===== src/design/pbc_pkg.sv =====
// Shared types and constants for the bitplane to chunky converter.
package pbc_pkg;

    localparam int BYTE_W     = 8;
    localparam int WORD_W     = 16;
    localparam int NUM_PLANES = 4;
    localparam int PIX_W      = 4;
    localparam int PIX_CNT_W  = 4;
    localparam int BYTE_IDX_W = 3;
    localparam int CHUNK_BYTES = 8;

    // Configuration port
    localparam int CFG_IDX_W  = 2;
    localparam int CFG_DATA_W = 10;

    localparam int PLANES_W = 3;
    localparam int CPL_W    = 7;
    localparam int PAD_W    = 4;
    localparam int LPF_W    = 10;

    localparam logic [PLANES_W-1:0] PLANES_RST = 3'd4;
    localparam logic [CPL_W-1:0]    CPL_RST    = 7'd20;
    localparam logic [PAD_W-1:0]    PAD_RST    = 4'd0;
    localparam logic [LPF_W-1:0]    LPF_RST    = 10'd200;

    typedef enum logic [CFG_IDX_W-1:0] {
        REG_PLANE_COUNT     = 2'd0,
        REG_CHUNKS_PER_LINE = 2'd1,
        REG_PAD_BYTES       = 2'd2,
        REG_LINES_PER_FRAME = 2'd3
    } cfg_reg_t;

    // One finished chunk handed from the front end to the pixel emitter
    typedef struct packed {
        logic [NUM_PLANES-1:0][WORD_W-1:0] words;
        logic                              line_end;
        logic                              frame_end;
    } chunk_t;

endpackage


===== src/design/pbc_ifs.sv =====
// Valid/ready channel interfaces for memory bytes and pixel results.
interface pbc_byte_if;
    logic                          valid;
    logic                          ready;
    logic [pbc_pkg::BYTE_W-1:0]    mem_byte;

    modport source (output valid, output mem_byte, input ready);
    modport sink   (input valid, input mem_byte, output ready);
endinterface

interface pbc_pixel_if;
    logic                          valid;
    logic                          ready;
    logic [pbc_pkg::PIX_W-1:0]     pixel_index;
    logic                          chunk_end;
    logic                          line_end;
    logic                          frame_end;

    modport source (output valid, output pixel_index, output chunk_end,
                    output line_end, output frame_end, input ready);
    modport sink   (input valid, input pixel_index, input chunk_end,
                    input line_end, input frame_end, output ready);
endinterface


===== src/design/pbc_front.sv =====
// Front end: config registers, padding skip, chunk gathering and line/frame counting.
module pbc_front #(
    parameter int MAX_CHUNKS = 64,
    parameter int MAX_LINES  = 512
) (
    input  logic                             clk,
    input  logic                             rst_n,
    pbc_byte_if.sink                         bytes,
    input  logic                             cfg_wr_en,
    input  logic [pbc_pkg::CFG_IDX_W-1:0]    cfg_index,
    input  logic [pbc_pkg::CFG_DATA_W-1:0]   cfg_wdata,
    output logic                             push,
    output pbc_pkg::chunk_t                  push_chunk,
    input  logic                             fifo_full
);

    localparam int CW = $clog2(MAX_CHUNKS + 1);
    localparam int LW = $clog2(MAX_LINES + 1);

    logic [pbc_pkg::PLANES_W-1:0]   plane_count_reg;
    logic [pbc_pkg::CPL_W-1:0]      chunks_per_line_reg;
    logic [pbc_pkg::PAD_W-1:0]      pad_bytes_reg;
    logic [pbc_pkg::LPF_W-1:0]      lines_per_frame_reg;

    logic [pbc_pkg::BYTE_W-1:0]     bytes_reg [pbc_pkg::CHUNK_BYTES];
    logic [pbc_pkg::BYTE_IDX_W-1:0] byte_in_chunk_reg, byte_in_chunk_next;
    logic [CW-1:0]                  chunk_in_line_reg, chunk_in_line_next;
    logic [pbc_pkg::PAD_W-1:0]      pad_left_reg, pad_left_next;
    logic [LW-1:0]                  line_in_frame_reg, line_in_frame_next;

    logic [pbc_pkg::PLANES_W-1:0]   planes_eff;
    logic [pbc_pkg::BYTE_IDX_W:0]   chunk_len;
    logic [pbc_pkg::BYTE_IDX_W:0]   byte_inc;
    logic [CW:0]                    cpl_eff;
    logic [CW:0]                    chunk_inc;
    logic [LW:0]                    lpf_eff;
    logic [LW:0]                    line_inc;
    logic                           padding;
    logic                           completes;
    logic                           accept;
    logic                           line_done;
    logic                           frame_done;
    logic [pbc_pkg::BYTE_W-1:0]     cur_bytes [pbc_pkg::CHUNK_BYTES];

    // Configuration writes
    always_ff @(posedge clk or negedge rst_n)
    begin
        if (!rst_n)
        begin
            plane_count_reg     <= pbc_pkg::PLANES_RST;
            chunks_per_line_reg <= pbc_pkg::CPL_RST;
            pad_bytes_reg       <= pbc_pkg::PAD_RST;
            lines_per_frame_reg <= pbc_pkg::LPF_RST;
        end
        else if (cfg_wr_en)
        begin
            case (pbc_pkg::cfg_reg_t'(cfg_index))
                pbc_pkg::REG_PLANE_COUNT:
                    plane_count_reg <= cfg_wdata[pbc_pkg::PLANES_W-1:0];
                pbc_pkg::REG_CHUNKS_PER_LINE:
                    chunks_per_line_reg <= cfg_wdata[pbc_pkg::CPL_W-1:0];
                pbc_pkg::REG_PAD_BYTES:
                    pad_bytes_reg <= cfg_wdata[pbc_pkg::PAD_W-1:0];
                pbc_pkg::REG_LINES_PER_FRAME:
                    lines_per_frame_reg <= cfg_wdata[pbc_pkg::LPF_W-1:0];
                default:
                    ;
            endcase
        end
    end

    // Effective sizes: zero acts as one, oversize clamps
    always_comb
    begin
        if (plane_count_reg == '0)
            planes_eff = 3'd1;
        else if (plane_count_reg > 3'd4)
            planes_eff = 3'd4;
        else
            planes_eff = plane_count_reg;

        if (chunks_per_line_reg == '0)
            cpl_eff = (CW+1)'(1);
        else if (32'(chunks_per_line_reg) > MAX_CHUNKS)
            cpl_eff = (CW+1)'(MAX_CHUNKS);
        else
            cpl_eff = (CW+1)'(chunks_per_line_reg);

        if (lines_per_frame_reg == '0)
            lpf_eff = (LW+1)'(1);
        else if (32'(lines_per_frame_reg) > MAX_LINES)
            lpf_eff = (LW+1)'(MAX_LINES);
        else
            lpf_eff = (LW+1)'(lines_per_frame_reg);
    end

    assign chunk_len = {planes_eff, 1'b0};
    assign byte_inc  = {1'b0, byte_in_chunk_reg} + 4'd1;
    assign padding   = (pad_left_reg != '0);
    assign completes = !padding && (byte_inc >= chunk_len);

    // Stall only when this byte would finish a chunk and the queue is full
    assign bytes.ready = !(completes && fifo_full);
    assign accept      = bytes.valid && bytes.ready;
    assign push        = accept && completes;

    assign chunk_inc  = {1'b0, chunk_in_line_reg} + (CW+1)'(1);
    assign line_inc   = {1'b0, line_in_frame_reg} + (LW+1)'(1);
    assign line_done  = (chunk_inc >= cpl_eff);
    assign frame_done = line_done && (line_inc >= lpf_eff);

    // Current chunk bytes with the incoming byte merged in
    always_comb
    begin
        for (int p = 0; p < pbc_pkg::CHUNK_BYTES; p++)
        begin
            if (pbc_pkg::BYTE_IDX_W'(p) == byte_in_chunk_reg)
                cur_bytes[p] = bytes.mem_byte;
            else
                cur_bytes[p] = bytes_reg[p];
        end
    end

    // Plane words, absent planes read as zero
    always_comb
    begin
        push_chunk.line_end  = line_done;
        push_chunk.frame_end = frame_done;
        for (int k = 0; k < pbc_pkg::NUM_PLANES; k++)
        begin
            if (k < int'(planes_eff))
                push_chunk.words[k] = {cur_bytes[2*k], cur_bytes[2*k+1]};
            else
                push_chunk.words[k] = '0;
        end
    end

    // Byte store
    always_ff @(posedge clk)
    begin
        if (accept && !padding)
            bytes_reg[byte_in_chunk_reg] <= bytes.mem_byte;
    end

    // Counter next values
    always_comb
    begin
        byte_in_chunk_next = byte_in_chunk_reg;
        chunk_in_line_next = chunk_in_line_reg;
        pad_left_next      = pad_left_reg;
        line_in_frame_next = line_in_frame_reg;
        if (accept)
        begin
            if (padding)
                pad_left_next = pad_left_reg - 4'd1;
            else if (!completes)
                byte_in_chunk_next = byte_inc[pbc_pkg::BYTE_IDX_W-1:0];
            else
            begin
                byte_in_chunk_next = '0;
                if (line_done)
                begin
                    chunk_in_line_next = '0;
                    pad_left_next      = pad_bytes_reg;
                    if (frame_done)
                        line_in_frame_next = '0;
                    else
                        line_in_frame_next = line_inc[LW-1:0];
                end
                else
                    chunk_in_line_next = chunk_inc[CW-1:0];
            end
        end
    end

    always_ff @(posedge clk or negedge rst_n)
    begin
        if (!rst_n)
        begin
            byte_in_chunk_reg <= '0;
            chunk_in_line_reg <= '0;
            pad_left_reg      <= '0;
            line_in_frame_reg <= '0;
        end
        else
        begin
            byte_in_chunk_reg <= byte_in_chunk_next;
            chunk_in_line_reg <= chunk_in_line_next;
            pad_left_reg      <= pad_left_next;
            line_in_frame_reg <= line_in_frame_next;
        end
    end

endmodule


===== src/design/pbc_fifo.sv =====
// Two-entry chunk queue between the front end and the pixel emitter.
module pbc_fifo (
    input  logic            clk,
    input  logic            rst_n,
    input  logic            push,
    input  pbc_pkg::chunk_t push_chunk,
    output logic            full,
    output logic            pop_valid,
    input  logic            pop,
    output pbc_pkg::chunk_t pop_chunk
);

    pbc_pkg::chunk_t mem_reg [2];
    logic            wr_ptr_reg, wr_ptr_next;
    logic            rd_ptr_reg, rd_ptr_next;
    logic [1:0]      count_reg, count_next;

    assign full      = (count_reg == 2'd2);
    assign pop_valid = (count_reg != 2'd0);
    assign pop_chunk = mem_reg[rd_ptr_reg];

    // Storage write
    always_ff @(posedge clk)
    begin
        if (push)
            mem_reg[wr_ptr_reg] <= push_chunk;
    end

    // Pointers and occupancy
    always_comb
    begin
        wr_ptr_next = push ? ~wr_ptr_reg : wr_ptr_reg;
        rd_ptr_next = pop ? ~rd_ptr_reg : rd_ptr_reg;
        count_next  = count_reg + {1'b0, push} - {1'b0, pop};
    end

    always_ff @(posedge clk or negedge rst_n)
    begin
        if (!rst_n)
        begin
            wr_ptr_reg <= 1'b0;
            rd_ptr_reg <= 1'b0;
            count_reg  <= 2'd0;
        end
        else
        begin
            wr_ptr_reg <= wr_ptr_next;
            rd_ptr_reg <= rd_ptr_next;
            count_reg  <= count_next;
        end
    end

endmodule


===== src/design/pbc_back.sv =====
// Back end: shifts a chunk's plane words out as 16 pixels into an output register.
module pbc_back (
    input  logic            clk,
    input  logic            rst_n,
    input  logic            pop_valid,
    output logic            pop,
    input  pbc_pkg::chunk_t pop_chunk,
    pbc_pixel_if.source     pixels
);

    logic [pbc_pkg::NUM_PLANES-1:0][pbc_pkg::WORD_W-1:0] shift_reg;
    logic                              line_end_reg;
    logic                              frame_end_reg;
    logic                              busy_reg, busy_next;
    logic [pbc_pkg::PIX_CNT_W-1:0]     cnt_reg, cnt_next;
    logic                              out_valid_reg, out_valid_next;
    logic [pbc_pkg::PIX_W-1:0]         pix_reg;
    logic                              chunk_end_reg;
    logic                              out_line_reg;
    logic                              out_frame_reg;
    logic                              advance;
    logic                              last;
    logic                              emit;
    logic [pbc_pkg::PIX_W-1:0]         pix_cur;

    assign advance = !out_valid_reg || pixels.ready;
    assign last    = (cnt_reg == '1);
    assign emit    = advance && busy_reg;
    // Load the next chunk as soon as the current one gives up its last pixel
    assign pop     = pop_valid && (!busy_reg || (emit && last));

    always_comb
    begin
        for (int k = 0; k < pbc_pkg::NUM_PLANES; k++)
            pix_cur[k] = shift_reg[k][pbc_pkg::WORD_W-1];
    end

    // Control next state
    always_comb
    begin
        busy_next      = busy_reg;
        cnt_next       = cnt_reg;
        out_valid_next = out_valid_reg;
        if (advance)
            out_valid_next = busy_reg;
        if (pop)
        begin
            busy_next = 1'b1;
            cnt_next  = '0;
        end
        else if (emit)
        begin
            cnt_next = cnt_reg + 1'b1;
            if (last)
                busy_next = 1'b0;
        end
    end

    always_ff @(posedge clk or negedge rst_n)
    begin
        if (!rst_n)
        begin
            busy_reg      <= 1'b0;
            cnt_reg       <= '0;
            out_valid_reg <= 1'b0;
        end
        else
        begin
            busy_reg      <= busy_next;
            cnt_reg       <= cnt_next;
            out_valid_reg <= out_valid_next;
        end
    end

    // Shift register and output payload
    always_ff @(posedge clk)
    begin
        if (pop)
        begin
            shift_reg     <= pop_chunk.words;
            line_end_reg  <= pop_chunk.line_end;
            frame_end_reg <= pop_chunk.frame_end;
        end
        else if (emit)
        begin
            for (int k = 0; k < pbc_pkg::NUM_PLANES; k++)
                shift_reg[k] <= {shift_reg[k][pbc_pkg::WORD_W-2:0], 1'b0};
        end
        if (emit)
        begin
            pix_reg       <= pix_cur;
            chunk_end_reg <= last;
            out_line_reg  <= last && line_end_reg;
            out_frame_reg <= last && frame_end_reg;
        end
    end

    assign pixels.valid       = out_valid_reg;
    assign pixels.pixel_index = pix_reg;
    assign pixels.chunk_end   = chunk_end_reg;
    assign pixels.line_end    = out_line_reg;
    assign pixels.frame_end   = out_frame_reg;

endmodule


===== src/design/interleaved_bitplane_to_chunky.sv =====
// Top level: interleaved bitplane memory bytes in, chunky pixel indices out.
//
// Bitmap bytes are taken one per transfer in address order. Once the last byte
// of a chunk (2 bytes per plane) arrives, the chunk goes into a two-entry queue
// and the back end emits its 16 pixels, one per cycle unless the pixel output
// stalls, left pixel first. The pixel emitter sets the rate, so the average
// byte rate grows with the plane count. Padding bytes and bytes inside a chunk
// are taken every cycle; a chunk-completing byte waits only while both queue
// entries are occupied. Configuration writes take effect on the next cycle and
// should be made while the block is idle.
module interleaved_bitplane_to_chunky #(
    parameter int MAX_CHUNKS = 64,
    parameter int MAX_LINES  = 512
) (
    input  logic                             clk,
    input  logic                             rst_n,
    pbc_byte_if.sink                         bytes,
    pbc_pixel_if.source                      pixels,
    input  logic                             cfg_wr_en,
    input  logic [pbc_pkg::CFG_IDX_W-1:0]    cfg_index,
    input  logic [pbc_pkg::CFG_DATA_W-1:0]   cfg_wdata
);

    logic            push;
    logic            full;
    logic            pop;
    logic            pop_valid;
    pbc_pkg::chunk_t push_chunk;
    pbc_pkg::chunk_t pop_chunk;

    pbc_front #(
        .MAX_CHUNKS (MAX_CHUNKS),
        .MAX_LINES  (MAX_LINES)
    ) u_front (
        .clk        (clk),
        .rst_n      (rst_n),
        .bytes      (bytes),
        .cfg_wr_en  (cfg_wr_en),
        .cfg_index  (cfg_index),
        .cfg_wdata  (cfg_wdata),
        .push       (push),
        .push_chunk (push_chunk),
        .fifo_full  (full)
    );

    pbc_fifo u_fifo (
        .clk        (clk),
        .rst_n      (rst_n),
        .push       (push),
        .push_chunk (push_chunk),
        .full       (full),
        .pop_valid  (pop_valid),
        .pop        (pop),
        .pop_chunk  (pop_chunk)
    );

    pbc_back u_back (
        .clk        (clk),
        .rst_n      (rst_n),
        .pop_valid  (pop_valid),
        .pop        (pop),
        .pop_chunk  (pop_chunk),
        .pixels     (pixels)
    );

endmodule

===== src/flat_wrapper.sv =====
// flat-port wrapper written by rule: the top's interface ports become plain ports
module interleaved_bitplane_to_chunky_flat 
#(
    parameter int MAX_CHUNKS = 64,
    parameter int MAX_LINES  = 512
)
  (clk, rst_n, cfg_wr_en, cfg_index, cfg_wdata, bytes_valid, bytes_mem_byte, bytes_ready, pixels_valid, pixels_pixel_index, pixels_chunk_end, pixels_line_end, pixels_frame_end, pixels_ready);
  pbc_byte_if bytes_i ();
  pbc_pixel_if pixels_i ();
  input  logic clk;
  input  logic rst_n;
  input  logic cfg_wr_en;
  input  logic [pbc_pkg::CFG_IDX_W-1:0] cfg_index;
  input  logic [pbc_pkg::CFG_DATA_W-1:0] cfg_wdata;
  input wire logic [$bits(bytes_i.valid)-1:0] bytes_valid;
  input wire logic [$bits(bytes_i.mem_byte)-1:0] bytes_mem_byte;
  output wire logic [$bits(bytes_i.ready)-1:0] bytes_ready;
  output wire logic [$bits(pixels_i.valid)-1:0] pixels_valid;
  output wire logic [$bits(pixels_i.pixel_index)-1:0] pixels_pixel_index;
  output wire logic [$bits(pixels_i.chunk_end)-1:0] pixels_chunk_end;
  output wire logic [$bits(pixels_i.line_end)-1:0] pixels_line_end;
  output wire logic [$bits(pixels_i.frame_end)-1:0] pixels_frame_end;
  input wire logic [$bits(pixels_i.ready)-1:0] pixels_ready;
  assign bytes_i.valid = bytes_valid;
  assign bytes_i.mem_byte = bytes_mem_byte;
  assign bytes_ready = bytes_i.ready;
  assign pixels_valid = pixels_i.valid;
  assign pixels_pixel_index = pixels_i.pixel_index;
  assign pixels_chunk_end = pixels_i.chunk_end;
  assign pixels_line_end = pixels_i.line_end;
  assign pixels_frame_end = pixels_i.frame_end;
  assign pixels_i.ready = pixels_ready;
  interleaved_bitplane_to_chunky #(.MAX_CHUNKS(MAX_CHUNKS), .MAX_LINES(MAX_LINES)) u_core (.clk(clk), .rst_n(rst_n), .bytes(bytes_i), .pixels(pixels_i), .cfg_wr_en(cfg_wr_en), .cfg_index(cfg_index), .cfg_wdata(cfg_wdata));
endmodule

===== config.mk =====
export PLATFORM = sky130hd
export DESIGN_NAME = interleaved_bitplane_to_chunky_flat
export DESIGN_NICKNAME = d
export VERILOG_FILES = /design/src/design/pbc_pkg.sv /design/src/design/pbc_ifs.sv /design/src/design/pbc_front.sv /design/src/design/pbc_fifo.sv /design/src/design/pbc_back.sv /design/src/design/interleaved_bitplane_to_chunky.sv /design/src/flat_wrapper.sv
export SDC_FILE = /design/constraint.sdc
export NUM_CORES = 1
export LEC_CHECK = 0
export ABC_AREA = 1
export BUFFER_PORTS_ARGS = -buffer_cell sky130_fd_sc_hd__buf_2
export CORE_AREA = 5 5 159 161
export DETAILED_ROUTE_END_ITERATION = 8
export DIE_AREA = 0 0 164 166
export PLACE_DENSITY = 0.76
export SYNTH_ARGS = -nofsm -noshare
export SYNTH_HDL_FRONTEND = slang
export SYNTH_SLANG_ARGS = --single-unit

===== constraint.sdc =====
create_clock -name clk -period 5.7 [get_ports clk]
set_input_delay 0.285 -clock clk [delete_from_list [all_inputs] [get_ports clk]]
set_output_delay 0.285 -clock clk [all_outputs]
set_load 0.03 [all_outputs]

# [Word level (Yosys, flattened, before mapping)]
# Memory sizes are Yosys's and may differ from the RTL's.
# Index checks and enable logic that the tools add are counted.
[word_totals] ff_bits=131 ram_bits=196 input_bits=25 out_inout_bits=9 word_cells=130 mem_count=2
[op_classes] n_addsub=7 magnitude_cmp=10 eq_ne=12 muxes=35 bitwise=3 reduce_logical=37
[mem_list] name="u_core.u_fifo.mem_reg" depth=2 word_bits=66 rd=1 rd_clocked_by_memory_dff=0 wr=1 line_no="pbc_fifo.sv:13" source="pbc_pkg::chunk_t mem_reg [2];"
[mem_list] name="u_core.u_front.bytes_reg" depth=8 word_bits=8 rd=8 rd_clocked_by_memory_dff=0 wr=1 line_no="pbc_front.sv:25" source="logic [pbc_pkg::BYTE_W-1:0] bytes_reg [pbc_pkg::CHUNK_BYTES];"
[ops] operator="2-to-1 mux 64 bit" n=2
[ops] operator="2-to-1 mux 16 bit" n=4
[ops] operator="2-to-1 mux 8 bit" n=8
[ops] operator="2-to-1 mux 10 bit" n=3
[ops] operator="2-to-1 mux 7 bit" n=3
[ops] operator="2-to-1 mux 4 bit" n=5
[ops] operator="equality test 3 bit (first input constant)" n=4
[ops] operator="AND reduction 2 bit" n=6
[ops] operator="adder 10 x 1 -> 11 bit (second input constant)" n=1
[ops] operator="greater-or-equal comparator 11 bit" n=1
[ops] operator="logical AND 1 bit" n=11
[ops] operator="greater-than comparator 10 bit (second input constant)" n=1
[ops] operator="zero test 10 bit" n=1
[ops] operator="nonzero test 2 bit" n=5
[ops] operator="2-to-1 mux 3 bit" n=3
[ops] operator="adder 7 x 1 -> 8 bit (second input constant)" n=1
[ops] operator="greater-or-equal comparator 8 bit" n=1
[ops] operator="greater-than comparator 7 bit (second input constant)" n=1
[ops] operator="zero test 7 bit" n=1
[ops] operator="2-to-1 mux 1 bit" n=7
[ops] operator="equality test 2 bit (second input constant)" n=3
[ops] operator="equality test 2 x 3 -> 1 bit (first input constant)" n=2
[ops] operator="zero test 3 bit" n=2
[ops] operator="< comparator 1 x 3 -> 1 bit (first input constant)" n=2
[ops] operator="other kinds (18)" n=26

# [Longest topological paths before layout]
[logic_depth] depth_word=11 depth_mapped=18 mapped_depth_nobuf=18

# [Hierarchy]
# Synthesis repeated with hierarchy kept, for this count alone.
[unflattened] hier_cells=1333 hier_area_um2=14535.2
[modules_own_cells] module="pbc_front" instances=1 cells_per_inst=633 area_each_um2=5928.2 seq_area_each_um2=3130.5
[modules_own_cells] module="pbc_fifo" instances=1 cells_per_inst=369 area_each_um2=5121.2 seq_area_each_um2=4063.9
[modules_own_cells] module="pbc_back" instances=1 cells_per_inst=331 area_each_um2=3485.8 seq_area_each_um2=2342.2

# [Worst setup path after synthesis]
# Ideal clock, no wire load.
[synth_timing] path_type="register to register" startpoint="register u_core.u_front.plane_count_reg[2] (netlist bit)" endpoint="memory u_core.u_fifo.mem_reg[0][0] (netlist bit), enable pin" setup_time_ns=0.491 arrival_time_ns=4.606 setup_slack_ns=0.604 stages_incl_launch_ff=9 period_less_slack_ns=5.096 path_cell_list="dfstp_2 > buf_1 > clkbuf_1 > inv_1 > ha_1 > nand4_1 > nand3_2 > nand4_4 > nor2_1"
[synth_via] elab_chain_len=11 word_cells_on_any_way=12
[synth_lines] item="from (decl)" line_no="pbc_front.sv:20" source="logic [pbc_pkg::PLANES_W-1:0] plane_count_reg;"
[synth_lines] item="from (signal assigned)" line_no="pbc_front.sv:50" source="plane_count_reg <= pbc_pkg::PLANES_RST;"
[synth_lines] item="from (signal assigned)" line_no="pbc_front.sv:59" source="plane_count_reg <= cfg_wdata[pbc_pkg::PLANES_W-1:0];"
[synth_lines] item="greater-than comparator 3 bit" line_no="pbc_front.sv:77" source="else if (plane_count_reg > 3'd4)"
[synth_lines] item="2-to-1 mux 3 bit" line_no="pbc_front.sv:77"
[synth_lines] item="2-to-1 mux 3 bit (*)" line_no="pbc_front.sv:75" source="if (plane_count_reg == '0)"
[synth_lines] item="greater-or-equal comparator 4 bit (*)" line_no="pbc_front.sv:100" source="assign completes = !padding && (byte_inc >= chunk_len);"
[synth_lines] item="logical AND 1 bit (*)" line_no="pbc_front.sv:100"
[synth_lines] item="logical AND 1 bit" line_no="pbc_front.sv:103" source="assign bytes.ready = !(completes && fifo_full);"
[synth_lines] item="zero test 1 bit" line_no="pbc_front.sv:103"
[synth_lines] item="logical AND 1 bit" line_no="pbc_front.sv:104" source="assign accept = bytes.valid && bytes.ready;"
[synth_lines] item="logical AND 1 bit (*)" line_no="pbc_front.sv:105" source="assign push = accept && completes;"
[synth_lines] item="2-to-1 mux 1 bit (*)" line_no="pbc_fifo.sv:25" source="if (push)"
[synth_lines] item="2-to-1 mux 1 bit (implied by the code) (*)" line_no="pbc_fifo.sv:26" source="mem_reg[wr_ptr_reg] <= push_chunk;"
[synth_lines] item="to (decl)" line_no="pbc_fifo.sv:13"
# Every way passes the cells marked *; elsewhere a longest branch is shown, timed or not.

# [Final worst setup path]
[layout_timing] startpoint="register u_core.u_front.byte_in_chunk_reg[2] (netlist bit)" endpoint="memory u_core.u_front.bytes_reg[7][3] (netlist bit), enable pin"
[layout_via] elab_chain_len=9
[layout_lines] item="from (decl)" line_no="pbc_front.sv:26" source="logic [pbc_pkg::BYTE_IDX_W-1:0] byte_in_chunk_reg, byte_in_chunk_next;"
[layout_lines] item="from (signal assigned)" line_no="pbc_front.sv:187" source="byte_in_chunk_reg <= byte_in_chunk_next;"
[layout_lines] item="adder 3 x 1 -> 4 bit" line_no="pbc_front.sv:98" source="assign byte_inc = {1'b0, byte_in_chunk_reg} + 4'd1;"
[layout_lines] item="greater-or-equal comparator 4 bit" line_no="pbc_front.sv:100"
[layout_lines] item="logical AND 1 bit" line_no="pbc_front.sv:100"
[layout_lines] item="logical AND 1 bit" line_no="pbc_front.sv:103"
[layout_lines] item="zero test 1 bit" line_no="pbc_front.sv:103"
[layout_lines] item="logical AND 1 bit" line_no="pbc_front.sv:104"
[layout_lines] item="logical AND 1 bit" line_no="pbc_front.sv:141" source="if (accept && !padding)"
[layout_lines] item="2-to-1 mux 1 bit" line_no="pbc_front.sv:141"
[layout_lines] item="2-to-1 mux 1 bit (implied by the code)" line_no="pbc_front.sv:142" source="bytes_reg[byte_in_chunk_reg] <= bytes.mem_byte;"
[layout_lines] item="to (decl)" line_no="pbc_front.sv:25"
# Parallel ways exist; a longest one is shown, timed or not.

==> impl_metrics.py <==
metrics = {
    "finish": {
        "syn2layout_area_growth_pct": 10.7,
        "largest_reg_flops": 132,
        "utilization_pct": 64.5,
        "fillers": 1757,
        "finish.instance_area_um2": 15400,
        "drive_gt1_share_pct": 10.2,
        "diodes": 0,
        "num-nets-final": 1299,
    },
    "run": {
        "drv_cap": 0,
    },
    "floorplan": {
        "die_width_um": 164,
        "io_pins": 34,
        "start_util_pct": 58.3,
        "core_um2": 23800,
        "dieArea_um2": 27200,
        "die_y_um": 166,
        "placementRows": 57,
    },
    "synthesis": {
        "synth_top_area_share_pct": 58.2,
        "ys_seq_elements": 327,
        "synth_warnings": 0,
        "ys_seq_area_share_pct": 68.7,
        "synth_edf_count": 269,
        "yosysUniqueCellTypes": 42,
        "synth.area.top_cells": "edfxtp_1 (58%), dfrtp_1 (9.4%), nand2_1 (9.0%), nor2_1 (3.0%), ha_1 (2.9%)",
        "async_reset_ff_share_pct": 17.7,
        "synth_area_um2": 13900,
        "syn_avg_cell_area_um2": 11.5,
        "synth_common_cells": "nand2_1 (331), edfxtp_1 (269), nor2_1 (112), inv_1 (82), o21ai_0 (64)",
        "synthFlopType": "edfxtp_1",
        "synth.largest_area_cell": "edfxtp_1",
        "synth.net_count": 1265,
        "synthCells": 1208,
        "yosysMostFrequentCell": "nand2_1",
    },
    "place": {
        "port_buffers": 33,
        "gp_congestion": 0.847,
        "dp_slack_ps": 2360,
        "hpwl_mm": 16.6,
        "post_dp_cell_area_um2": 14300,
    },
    "grt": {
        "gr-total-overflow": 0,
        "grt_use_total_pct": 19.5,
        "grt_antenna_before_repair": 0,
        "grt_max_degree": 72,
        "grt_pass1_wl_mm": 42.2,
        "grt_pass1_vias": 8134,
    },
    "clock_tree": {
        "cts_max_path_buffers": 3,
        "clockRootBuffer": "clkbuf_16",
        "clk_latency_ps": 520,
        "path_clk_slew_ps": 60,
        "clock_sinks": 327,
        "cts_tree": "built",
        "numCtsBuffers": 34,
        "post_cts_buffers": 0,
        "htreeDepth": 2,
    },
    "critical_path": {
        "worstSetupStartpointType": "register",
        "cp_slowest_cell": "nor3_1",
        "slowest_delay_ps": 790,
        "crit_type": "register to register",
        "r2r_setup_slack_ps": 2330,
        "arrival_ps": 3500,
        "required_ps": 5830,
        "critPathBufInv": 2,
        "crit_family": "simple AND/OR/NAND/NOR gates",
        "worstPathMaxFanout": 14,
        "critPathCaptureType": "register",
        "worstPathCellList": "inv_1 -> ha_1 -> inv_1 -> ha_1 -> nand3b_1 -> nand3_2 -> nand3_2 -> and2_1 -> nand2_2 -> nor3_1",
    },
    "drt": {
        "remaining_drc_errors": 0,
        "antenna_left": 0,
        "vias": 8667,
        "drt-pass1-iter-count": 5,
        "wl_per_cell_um": 16.3,
        "via_per_inst": 5.44,
        "initialDrtViolationCount": 823,
        "drt_wl_total_mm": 25.9,
    },
    "sta": {
        "fin_crit_sh_pct": 59.1,
        "final_max_slew_viol_count": 0,
        "fin_skew_ps": 21.9,
        "fmax_ghz": 0.297,
        "tightest_slew_ps": 1330,
        "rsz0062_at_grt": "no",
        "hold_viol": 0,
        "fin_ws_ps": 2330,
        "holdWs_ps": 21.0,
        "setup_viol": 0,
        "tns_ps": 0,
        "max_slew_margin_pct": 11.6,
        "min_period_ps": 3370,
    },
    "power_and_ir_drop": {
        "intPower_mw": 5.01,
        "p_sw_mw": 2.41,
        "p_comb_share_pct": 25.7,
        "p_leak_nw": 6.04,
        "powerDensity_nw_per_um2": 483,
        "clockPowerShare_pct": 27.1,
        "seq_power_share_pct": 47.2,
        "switching_share_pct": 32.4,
        "peakVddDrop_uv": 332,
    },
    "min_path": {
        "min_path_type": "primary input to register",
    },
    "outcome": {
        "status": "finished clean",
    },
}
cells by family (layout without fill, tap and decap cells):
kind of cell	Yosys count	in the layout	synth area share [%]
compound gates	192	192	8.12
flops	327	327	68.7
xor+xnor	17	17	1.07
buf+inv	129	189	3.81
mux	1	1	0.0811
simple gates	510	510	15.3
fa+ha+maj	32	32	2.89
metal layers:
layer | GRT usage, % | vias up | routed length, um
li1 | - | 4257 | -
met1 | 27.8 | 4094 | 11400
met2 | 31.7 | 276 | 12400
met3 | 3.45 | 40 | 1640
met4 | 4.45 | 0 | 461
met5 | 0 | - | 0
worst paths after layout:
check | startpoint | end | cells after the start
setup / recovery | u_core.u_front.byte_in_chunk_reg[2] | u_core.u_front.bytes_reg[7][3] | 10
hold / removal | cfg_wdata[7] | u_core.u_front.lines_per_frame_reg[7] | 2
min in group asynchronous | rst_n | u_core.u_front.lines_per_frame_reg[9] | 3
max in group asynchronous | rst_n | u_core.u_fifo.rd_ptr_reg | 3
hold reg to reg | u_core.u_back.pix_cur[0] | u_core.u_back.pixels.pixel_index[0] | 0
setup reg to reg | u_core.u_front.byte_in_chunk_reg[2] | u_core.u_front.bytes_reg[7][3] | 10
area by class of cell:
class                           instances  area (um2)  area share, %
Inverter                               84         317           2.06
Sequential cell                       327        9540           62.1
Tap cell                              324         405           2.64
Timing Repair Buffer                   43         243           1.58
Clock buffer                           41         898           5.85
Clock inverter                         21         120          0.782
Multi-Input combinational cell        752        3840           25.0
through the flow:
step | instances | total power [mW]
after floorplan | 1208 | 4.96
after global placement | 1529 | 5.37
after detailed placement | 1529 | 5.46
after CTS | 1592 | 7.47
after global routing | 1592 | 7.89
final | 1592 | 7.42
repair_timing:
action | 4_1_cts | 5_1_grt
hold buffers | 1 | 0
gates resized for setup | 0 | 0
hold endpoints to repair | 52 | 0
cell usage in the layout, fill, tap and decap left out, types with 2 or more instances in the layout:
cell	count
nand2_1	331
xnor2_1	4
clkinv_2	6
clkinv_1	12
a31oi_1	53
nand2_4	2
clkbuf_1	6
inv_1	81
and3_1	2
dfstp_2	6
nand3_2	4
clkinv_8	2
or2_2	2
nor2_4	5
nand4_1	12
edfxtp_1	269
o21ai_0	64
a31oi_2	7
nor2_1	110
xor2_1	13
nor3_1	4
o21ai_1	3
buf_4	9
nand3_1	25
a211oi_1	16
buf_2	33
clkbuf_16	35
inv_2	2
nor2_2	2
nand2_2	3
ha_1	32
a21oi_1	46
nor4_1	2
dfrtp_1	51
power groups by stage:
| stage | clock (mW) | combinational [mW] | sequential (mW) |
|---|---|---|---|
| floorplan | 0 | 1.42 | 3.54 |
| global placement | 0 | 1.84 | 3.52 |
| detailed placement | 0 | 1.92 | 3.54 |
| CTS | 2.04 | 1.92 | 3.50 |
| global route | 2.16 | 2.18 | 3.55 |
| finish | 2.01 | 1.91 | 3.50 |
Note: power is estimated with default switching activity, not from simulation.
